===== config.mk =====
export PLATFORM = sky130hd
export DESIGN_NAME = sha256_message_digest_unit
export DESIGN_NICKNAME = d
export VERILOG_FILES = /design/src/rtl/sha_pkg.sv /design/src/rtl/sha_ctrl.sv /design/src/rtl/sha_datapath.sv /design/src/rtl/sha256_message_digest_unit.sv
export SDC_FILE = /design/constraint.sdc
export NUM_CORES = 2
export LEC_CHECK = 0
export BUFFER_PORTS_ARGS = -buffer_cell sky130_fd_sc_hd__buf_2
export CAP_MARGIN = 20
export CORE_MARGIN = 2
export CORE_UTILIZATION = 45
export DETAILED_ROUTE_END_ITERATION = 7
export GPL_TIMING_DRIVEN = 1
export PLACE_DENSITY_LB_ADDON = 0.05
export SLEW_MARGIN = 30
export SYNTH_ARGS = -nofsm -noshare
export SYNTH_HDL_FRONTEND = slang
export SYNTH_SLANG_ARGS = --single-unit

===== constraint.sdc =====
create_clock -name clk -period 19.15 [get_ports clk]
set_input_delay 3.83 -clock clk [delete_from_list [all_inputs] [get_ports clk]]
set_output_delay 3.83 -clock clk [all_outputs]
set_load 0.005 [all_outputs]

===== src/rtl/sha_pkg.sv =====
// shared types, constants and round functions for the sha-256 digest unit
package sha_pkg;

	localparam int unsigned WordWidth = 32;
	localparam int unsigned NumRounds = 64;
	localparam int unsigned CountWidth = 61;

	typedef enum logic [2:0] {
		ST_IDLE,
		ST_COMPRESS,
		ST_ADD,
		ST_PAD,
		ST_EMIT
	} state_t;

	// commands from controller to datapath
	typedef struct packed {
		logic take_byte;     // write input byte into block buffer, bump count
		logic start_block;   // load round vars from chaining value
		logic do_round;      // run one compression round
		logic add_chain;     // fold round vars into chaining value
		logic pad_first;     // write 0x80 and zeros after the tail
		logic pad_length;    // write bit length into the last two buffer words
		logic clear_all;     // clear buffer before the length when in extra block
		logic reset_msg;     // restore initial hash and count
	} dp_cmd_t;

	// status from datapath to controller
	typedef struct packed {
		logic block_full;    // the byte now being taken fills the block
		logic tail_high;     // tail position is 56 or more
	} dp_status_t;

	localparam logic [WordWidth-1:0] InitHash [8] = '{
		32'h6a09e667, 32'hbb67ae85, 32'h3c6ef372, 32'ha54ff53a,
		32'h510e527f, 32'h9b05688c, 32'h1f83d9ab, 32'h5be0cd19
	};

	localparam logic [WordWidth-1:0] RoundK [NumRounds] = '{
		32'h428a2f98, 32'h71374491, 32'hb5c0fbcf, 32'he9b5dba5,
		32'h3956c25b, 32'h59f111f1, 32'h923f82a4, 32'hab1c5ed5,
		32'hd807aa98, 32'h12835b01, 32'h243185be, 32'h550c7dc3,
		32'h72be5d74, 32'h80deb1fe, 32'h9bdc06a7, 32'hc19bf174,
		32'he49b69c1, 32'hefbe4786, 32'h0fc19dc6, 32'h240ca1cc,
		32'h2de92c6f, 32'h4a7484aa, 32'h5cb0a9dc, 32'h76f988da,
		32'h983e5152, 32'ha831c66d, 32'hb00327c8, 32'hbf597fc7,
		32'hc6e00bf3, 32'hd5a79147, 32'h06ca6351, 32'h14292967,
		32'h27b70a85, 32'h2e1b2138, 32'h4d2c6dfc, 32'h53380d13,
		32'h650a7354, 32'h766a0abb, 32'h81c2c92e, 32'h92722c85,
		32'ha2bfe8a1, 32'ha81a664b, 32'hc24b8b70, 32'hc76c51a3,
		32'hd192e819, 32'hd6990624, 32'hf40e3585, 32'h106aa070,
		32'h19a4c116, 32'h1e376c08, 32'h2748774c, 32'h34b0bcb5,
		32'h391c0cb3, 32'h4ed8aa4a, 32'h5b9cca4f, 32'h682e6ff3,
		32'h748f82ee, 32'h78a5636f, 32'h84c87814, 32'h8cc70208,
		32'h90befffa, 32'ha4506ceb, 32'hbef9a3f7, 32'hc67178f2
	};

	function automatic logic [WordWidth-1:0] ror(input logic [WordWidth-1:0] x,
			input int unsigned n);
		return (x >> n) | (x << (WordWidth - n));
	endfunction

endpackage


===== src/rtl/sha_ctrl.sv =====
// controller state machine sequencing byte intake, rounds, padding and output
module sha_ctrl (
	input  logic                clk,
	input  logic                arst_n,
	input  logic                in_valid,
	output logic                in_ready,
	input  logic                byte_present,
	input  logic                end_of_message,
	output logic                out_valid,
	input  logic                out_ready,
	output logic [2:0]          word_index,
	output logic                last_word,
	input  sha_pkg::dp_status_t status,
	output sha_pkg::dp_cmd_t    cmd,
	output logic [5:0]          round_idx
);

	sha_pkg::state_t state_q, state_d;
	logic [5:0] round_q;
	logic [2:0] word_q;
	logic       end_q;      // message ends once the current block is done
	logic       pad_done_q; // padding with length is in the buffer
	logic       pad_extra_q;// first pad block is done, length block still due
	logic       accept;

	assign accept = in_valid && (state_q == sha_pkg::ST_IDLE);
	assign round_idx = round_q;
	assign word_index = word_q;
	assign last_word = (word_q == 3'd7);

	// next state
	always_comb begin
		state_d = state_q;
		unique case (state_q)
			sha_pkg::ST_IDLE: begin
				if (accept) begin
					if (byte_present && status.block_full) begin
						state_d = sha_pkg::ST_COMPRESS;
					end else if (end_of_message) begin
						state_d = sha_pkg::ST_PAD;
					end
				end
			end
			sha_pkg::ST_COMPRESS: begin
				if (round_q == 6'd63) begin
					state_d = sha_pkg::ST_ADD;
				end
			end
			sha_pkg::ST_ADD: begin
				priority if (pad_done_q) begin
					state_d = sha_pkg::ST_EMIT;
				end else if (end_q) begin
					state_d = sha_pkg::ST_PAD;
				end else begin
					state_d = sha_pkg::ST_IDLE;
				end
			end
			sha_pkg::ST_PAD: begin
				state_d = sha_pkg::ST_COMPRESS;
			end
			sha_pkg::ST_EMIT: begin
				if (out_ready && word_q == 3'd7) begin
					state_d = sha_pkg::ST_IDLE;
				end
			end
			default: state_d = sha_pkg::ST_IDLE;
		endcase
	end

	// outputs and datapath commands
	always_comb begin
		cmd = '0;
		in_ready = 1'b0;
		out_valid = 1'b0;
		unique case (state_q)
			sha_pkg::ST_IDLE: begin
				in_ready = 1'b1;
				cmd.take_byte = in_valid && byte_present;
				cmd.start_block = in_valid && byte_present && status.block_full;
			end
			sha_pkg::ST_COMPRESS: begin
				cmd.do_round = 1'b1;
			end
			sha_pkg::ST_ADD: begin
				cmd.add_chain = 1'b1;
			end
			sha_pkg::ST_PAD: begin
				cmd.start_block = 1'b1;
				cmd.pad_first = !pad_extra_q;
				cmd.clear_all = pad_extra_q;
				cmd.pad_length = pad_extra_q || !status.tail_high;
			end
			sha_pkg::ST_EMIT: begin
				out_valid = 1'b1;
				cmd.reset_msg = out_ready && word_q == 3'd7;
			end
			default: ;
		endcase
	end

	// state and counters
	always_ff @(posedge clk or negedge arst_n) begin
		if (!arst_n) begin
			state_q <= sha_pkg::ST_IDLE;
			round_q <= '0;
			word_q <= '0;
			end_q <= 1'b0;
			pad_done_q <= 1'b0;
			pad_extra_q <= 1'b0;
		end else begin
			state_q <= state_d;
			if (state_q == sha_pkg::ST_COMPRESS) begin
				round_q <= round_q + 6'd1;
			end else begin
				round_q <= '0;
			end
			if (accept) begin
				end_q <= end_of_message;
			end
			if (state_q == sha_pkg::ST_PAD) begin
				if (pad_extra_q || !status.tail_high) begin
					pad_done_q <= 1'b1;
				end else begin
					pad_extra_q <= 1'b1;
				end
			end
			if (state_q == sha_pkg::ST_EMIT && out_ready) begin
				word_q <= word_q + 3'd1;
				if (word_q == 3'd7) begin
					end_q <= 1'b0;
					pad_done_q <= 1'b0;
					pad_extra_q <= 1'b0;
				end
			end
		end
	end

endmodule


===== src/rtl/sha_datapath.sv =====
// block buffer, message schedule, round logic and chaining value
module sha_datapath (
	input  logic                 clk,
	input  logic                 arst_n,
	input  sha_pkg::dp_cmd_t     cmd,
	input  logic [5:0]           round_idx,
	input  logic [7:0]           msg_byte,
	input  logic [2:0]           word_index,
	output sha_pkg::dp_status_t  status,
	output logic [31:0]          digest_word
);

	logic [31:0] buf_q [16];
	logic [31:0] w_q [16];
	logic [31:0] v_q [8];
	logic [31:0] h_q [8];
	logic [sha_pkg::CountWidth-1:0] count_q;
	logic [5:0]  tail;
	logic [63:0] bits;
	logic [31:0] w_new, t1, t2, x2, x15, s0, s1;

	assign tail = count_q[5:0];
	assign bits = {count_q, 3'b000};
	assign status.block_full = (tail == 6'd63);
	assign status.tail_high = (tail >= 6'd56);
	assign digest_word = h_q[word_index];

	// schedule word and round terms; window shifts so w_q[0] is oldest
	always_comb begin
		x2 = w_q[14];
		x15 = w_q[1];
		s1 = sha_pkg::ror(x2, 17) ^ sha_pkg::ror(x2, 19) ^ (x2 >> 10);
		s0 = sha_pkg::ror(x15, 7) ^ sha_pkg::ror(x15, 18) ^ (x15 >> 3);
		if (round_idx < 6'd16) begin
			w_new = buf_q[round_idx[3:0]];
		end else begin
			w_new = s1 + w_q[9] + s0 + w_q[0];
		end
		t1 = v_q[7] + (sha_pkg::ror(v_q[4], 6) ^ sha_pkg::ror(v_q[4], 11)
			^ sha_pkg::ror(v_q[4], 25)) + ((v_q[4] & v_q[5]) ^ (~v_q[4] & v_q[6]))
			+ sha_pkg::RoundK[round_idx] + w_new;
		t2 = (sha_pkg::ror(v_q[0], 2) ^ sha_pkg::ror(v_q[0], 13) ^ sha_pkg::ror(v_q[0], 22))
			+ ((v_q[0] & v_q[1]) ^ (v_q[0] & v_q[2]) ^ (v_q[1] & v_q[2]));
	end

	// byte count and chaining value
	always_ff @(posedge clk or negedge arst_n) begin
		if (!arst_n) begin
			count_q <= '0;
			for (int i = 0; i < 8; i++) begin
				h_q[i] <= sha_pkg::InitHash[i];
			end
		end else begin
			if (cmd.take_byte) begin
				count_q <= count_q + {{(sha_pkg::CountWidth-1){1'b0}}, 1'b1};
			end
			if (cmd.add_chain) begin
				for (int i = 0; i < 8; i++) begin
					h_q[i] <= h_q[i] + v_q[i];
				end
			end
			if (cmd.reset_msg) begin
				count_q <= '0;
				for (int i = 0; i < 8; i++) begin
					h_q[i] <= sha_pkg::InitHash[i];
				end
			end
		end
	end

	// block buffer writes and padding, four bytes per word, first byte on top
	always_ff @(posedge clk) begin
		if (cmd.take_byte) begin
			buf_q[tail[5:2]][{~tail[1:0], 3'b000} +: 8] <= msg_byte;
		end
		for (int i = 0; i < 16; i++) begin
			if (cmd.pad_length && i >= 14) begin
				buf_q[i] <= (i == 14) ? bits[63:32] : bits[31:0];
			end else if (cmd.clear_all) begin
				buf_q[i] <= '0;
			end else if (cmd.pad_first) begin
				for (int j = 0; j < 4; j++) begin
					if (6'(4*i + j) == tail) begin
						buf_q[i][8*(3-j) +: 8] <= 8'h80;
					end else if (6'(4*i + j) > tail) begin
						buf_q[i][8*(3-j) +: 8] <= 8'h00;
					end
				end
			end
		end
	end

	// schedule window and working variables
	always_ff @(posedge clk) begin
		if (cmd.start_block) begin
			for (int i = 0; i < 8; i++) begin
				v_q[i] <= h_q[i];
			end
		end
		if (cmd.do_round) begin
			if (round_idx < 6'd16) begin
				w_q[round_idx[3:0]] <= w_new;
			end else begin
				for (int i = 0; i < 15; i++) begin
					w_q[i] <= w_q[i+1];
				end
				w_q[15] <= w_new;
			end
			v_q[7] <= v_q[6];
			v_q[6] <= v_q[5];
			v_q[5] <= v_q[4];
			v_q[4] <= v_q[3] + t1;
			v_q[3] <= v_q[2];
			v_q[2] <= v_q[1];
			v_q[1] <= v_q[0];
			v_q[0] <= t1 + t2;
		end
	end

endmodule


===== src/rtl/sha256_message_digest_unit.sv =====
// top level of the sha-256 digest unit
// Takes one message byte per transaction and hashes it with SHA-256. A byte that
// does not finish a 64-byte block is written into the block buffer; the byte that
// finishes it starts a compression of the block and then a chaining add, during
// which input is held off. Ending a message adds a padding step, a compression
// and a chaining add, twice when the tail is 56 bytes or more, then eight digest
// words are offered in order, one per cycle while the sink is ready, before the
// next message is taken.
module sha256_message_digest_unit (
	input  logic        clk,
	input  logic        arst_n,
	input  logic        in_valid,
	output logic        in_ready,
	input  logic [7:0]  msg_byte,
	input  logic        byte_present,
	input  logic        end_of_message,
	output logic        out_valid,
	input  logic        out_ready,
	output logic [31:0] digest_word,
	output logic [2:0]  word_index,
	output logic        last_word
);

	sha_pkg::dp_cmd_t    cmd;
	sha_pkg::dp_status_t status;
	logic [5:0]          round_idx;

	sha_ctrl u_ctrl (
		.clk            (clk),
		.arst_n         (arst_n),
		.in_valid       (in_valid),
		.in_ready       (in_ready),
		.byte_present   (byte_present),
		.end_of_message (end_of_message),
		.out_valid      (out_valid),
		.out_ready      (out_ready),
		.word_index     (word_index),
		.last_word      (last_word),
		.status         (status),
		.cmd            (cmd),
		.round_idx      (round_idx)
	);

	sha_datapath u_datapath (
		.clk         (clk),
		.arst_n      (arst_n),
		.cmd         (cmd),
		.round_idx   (round_idx),
		.msg_byte    (msg_byte),
		.word_index  (word_index),
		.status      (status),
		.digest_word (digest_word)
	);

endmodule

# Word level (Yosys, flattened, before mapping)
# Memory sizes are Yosys's and may differ from the RTL's.
# Index checks and enable logic that the tools add are counted.
# classes
addsub	22
order_cmp	68
n_eq_ne	74
shifts	2
n_mux	792
bitwise_logic	168
n_reduce_logical	16
# op_table
operator	count
$mux 8	128
$mux 1	627
$mux 32	19
$add 32x32->32	18
$mux 256	2
$xor 32x32->32	9
$eq 6x6->1 const A	32
$gt 6x6->1 const A	32
$and 32x32->32	5
$or 1x1->1	138
$mux 61	2
$bmux 32 s3	1
$eq 5x6->1 const A	16
$gt 5x6->1 const A	16
$reduce_or 32->1	2
$add 61x1->61 const B	1
$eq 4x6->1 const A	8
$gt 4x6->1 const A	8
$not 32->32	1
$or 10x32->32	1
$or 13x32->32	1
$or 14x32->32	1
$or 15x32->32	1
$or 19x32->32	1
other kinds (44)	72
# totals
register_bits	332
ram_bits	1280
mem_bits_ro	2048
input_bits	14
out_inout_bits	38
word_cells	1161
memories	4
# memory_table
memory	words	width	rd	rd_clocked_by_memory_dff	write_ports	line_no	rtl
(no name shown)	64	32	1	0	0	sha_datapath.sv:41	+ sha_pkg::RoundK[round_idx] + w_new;
u_datapath.buf_q	16	32	1	0	16	sha_datapath.sv:13	logic [31:0] buf_q [16];
u_datapath.w_q	16	32	16	0	16	sha_datapath.sv:14	logic [31:0] w_q [16];
u_datapath.v_q	8	32	8	0	8	sha_datapath.sv:15	logic [31:0] v_q [8];

# Depth between registers and ports, before layout
# logic_depth
word_depth	11
mapped_depth	46

# Cells and area by module
# From an unflattened synthesis, not the netlist that was laid out.
# unflattened
cells_unflattened	9709
area_unflattened_um2	97838.8
# modules_own_cells
module	instances	cells_per_inst	area_per_inst_um2	seq_area_each_um2
sha_datapath	1	9629	96998.0	42585.8
sha_ctrl	1	80	840.8	375.4

# Least setup slack after synthesis
# OpenSTA, ideal clock, no wires.
# synth_path
kind	input to register
startpoint	input in_valid
endpoint	memory u_datapath.v_q[0][0], enable pin
arrival_time_ns	10.249
path_slack_ns	8.272
stages	7
path_buffers	1
path_cell_list	nor4b_4 > and2_1 > buf_2 > nand2_1 > nor2_1 > nand3_1 > nand2_1
# synth_lines
item	line_no	rtl
from (decl)	sha256_message_digest_unit.sv:12	input logic in_valid,
to (decl)	sha_datapath.sv:15	

==> results.ini <==
[run]
drv_cap = 0

[cells_and_area]
areaGrowthSynthToFinish_pct = 9.52
final_area_um2 = 106000
finalNetCount = 10500
seqCellArea_um2 = 43000
multi_input_area_um2 = 50500
fillers = 20000
layout-drive-gt1-share = 0.0982

[synthesis]
ys.flop_type = edfxtp_1
synth_top_area_cell = edfxtp_1
synth_area_leaders = edfxtp_1 (27%), dfxtp_1 (8.2%), nand2_1 (5.4%)
synth_commonest_cells = nand2_1 (1391), nor2_1 (1223), a21oi_1 (950)
synth_nets = 10700
syn_inst = 10000
synth_top_area_share = 0.274
synth-seq-cells = 1612
synthArstFlopShare = 0.206
synthDistinctLibCells = 90
avgSynthCellArea_um2 = 9.65
yosysMostFrequentCell = nand2_1
synth-edff-count = 885
ys_warn_count = 0
synth_area_um2 = 96900
synth-seq-area-share = 0.443

[detailed_routing]
vias = 76900
wl_per_cell_um = 27.5
final_antenna_net_count = 0
via_per_inst = 5.98
wirelength_um = 354000
route.detailed.drc = 0
firstDrtPassIters = 6
initialDrtViolationCount = 8202

[pwr]
seqPwrFrac = 0.502
power.internal_w = 0.00563
p_leak_nw = 43.2
power_density_nw_per_um2 = 68.1
combPwrFrac = 0.010
clkPwrFrac = 0.488
ir_worst_vdd_uv = 92.1
switching_share = 0.222
totalPowerFinal_w = 0.00723
power.switching_w = 0.00160

[clock_network]
htreeDepth = 4
cts_hold_buf = 0
clockBufferDepth = 3
cts_resized = 0
cts_root_buf = clkbuf_16
clock_sinks = 1612
path_clk_slew_ns = 0.06
cts_buffers = 183
cts_tree = done
cts_setup_buffers = 0
insertion_delay_ns = 0.87

[grt]
grt_overflow_total = 0
grt_pass1_vias = 72900
grt_start_max_net_pins = 208
antenna_found_initial = 8
grt_first_pass_wirelength_um = 517000
grt_util_all_layers = 0.320

[sta]
rsz0062_at_grt = no
drv_slew = 0
fin_skew_ns = 0.0565
max_slew.worst_pin.slew_ns = 1.17
min_period_ns = 10.71
hold_viol_final = 0
tns_ns = 0
setup_violations = 0
maxSlewHeadroom = 0.217
period_share = 0.559
fmax_mhz = 93.3

[setup_path]
crit_path_start = u_ctrl.round_idx[1]
crit_type = flip-flop to flip-flop
cp.required_ns = 19.72
end_kind = flip-flop
critPathMaxStageDelay_ns = 0.66
startpoint_type = flip-flop
rr_worst_depth = 41
crit_arrival_ns = 11.28
slowest_stage = ha_1
crit_top_cell = inv_1
crit_end = u_datapath.v_q[0][31]
ff2ff_setup_slack_ns = 8.44
rr_startpoint = u_ctrl.round_idx[1]
reg2reg_to = u_datapath.v_q[0][31]
path_max_fanout = 19

[floorplan]
start_util = 0.452
io_pins = 52
dieArea_um2 = 219000
die_h_um = 468
num_rows = 170
coreArea_um2 = 214000
die_w_um = 468

[placed_design]
gp_congestion = 1.03
place_area_um2 = 100000
dpl.hpwl_um = 259000
portBuffers = 51

[status]
run_status = finished, final reports clean

[min_path]
min_path_type = flip-flop to flip-flop

sequential cells by signal, indices dropped and copies added, names as in the netlist, 3 cells and up:
name	flops
u_datapath.v_q	256
u_datapath.buf_q	512
u_ctrl.state_q	3
u_datapath.w_q	512
u_datapath.count_q	61
u_ctrl.round_idx	6
u_datapath.h_q	256
u_ctrl.word_index	3
placed cells by master (no fill, tap or decap), types with 250 or more instances in the layout:
| cell | n |
|---|---|
| nand2_1 | 1387 |
| nor2_1 | 1207 |
| a21oi_1 | 939 |
| edfxtp_1 | 885 |
| o21ai_0 | 491 |
| inv_1 | 444 |
| ha_1 | 397 |
| dfxtp_1 | 395 |
| xnor2_1 | 381 |
| o21a_1 | 376 |
| xor2_1 | 250 |
logic make-up after synthesis:
logic type	Yosys count	share of synthesized area
and+or+nand+nor	3291	0.142
buffers and inverters	1017	0.0398
AOI/OAI and AO/OA	2578	0.163
adders and majority gates	597	0.0920
muxes	319	0.0631
xor gates and xnor gates	632	0.0571
DFF	1612	0.443
power groups by stage:
stage / Clock (W) / Sequential [W] / Combinational [W]
after floorplan: 0 / 0.00370 / 0.0000297
after global placement: 0 / 0.00370 / 0.0000709
after detailed placement: 0 / 0.00370 / 0.0000708
after CTS: 0.00359 / 0.00363 / 0.0000710
after global routing: 0.00372 / 0.00363 / 0.0000774
final: 0.00353 / 0.00363 / 0.0000717
layout make-up:
type	instances	area share
antenna	5	0.000118
clock buffer	284	0.0504
clock inverter	62	0.00544
inverter	446	0.0158
multi-input combinational	7417	0.476
sequential	1612	0.405
tap	2838	0.0334
timing repair buffer	203	0.0144
worst min-delay path by stage:
stage,endpoint,from,cells after the start
after detailed placement,u_datapath.buf_q[2][4],u_datapath.buf_q[2][4],2
after global placement,u_datapath.buf_q[7][0],u_datapath.buf_q[7][0],2
final,u_datapath.buf_q[2][4],u_datapath.buf_q[2][4],2
after global routing,u_datapath.buf_q[2][5],u_datapath.buf_q[2][5],2
after floorplan,u_datapath.buf_q[10][0],u_datapath.buf_q[10][0],2
after CTS,u_datapath.buf_q[2][4],u_datapath.buf_q[2][4],2
worst max-delay path: cells and delay by family, from the launching register on:
family,cells,cell delay [ns]
AO/OA/AOI/OAI,17,4.01
AND/OR/NAND/NOR,7,1.08
buffers and inverters,7,0.75
XOR/XNOR,2,0.31
adder cells (fa/ha/maj),8,3.67
flip-flops,1,0.60
through the flow:
stage	hold slack (ns)	setup slack (ns)	cells	util
floorplan	0.433	8.27	10000	-
global placement	0.439	8.23	12500	0.466
detailed placement	0.446	8.23	12500	0.467
CTS	0.454	8.20	12900	0.495
global route	0.474	7.55	12900	0.495
finish	0.452	8.44	12900	0.495
layer usage:
metal / part of all wire / GRT usage / vias to the layer above
met3: 0.083 / 0.0680 / 468
met4: 0.028 / 0.0821 / 4
met1: 0.47 / 0.487 / 38600
li1: - / - / 34900
met5: 0.000073 / 0 / -
met2: 0.42 / 0.458 / 2957
No activity file was read; power rests on OpenSTA's default activity.
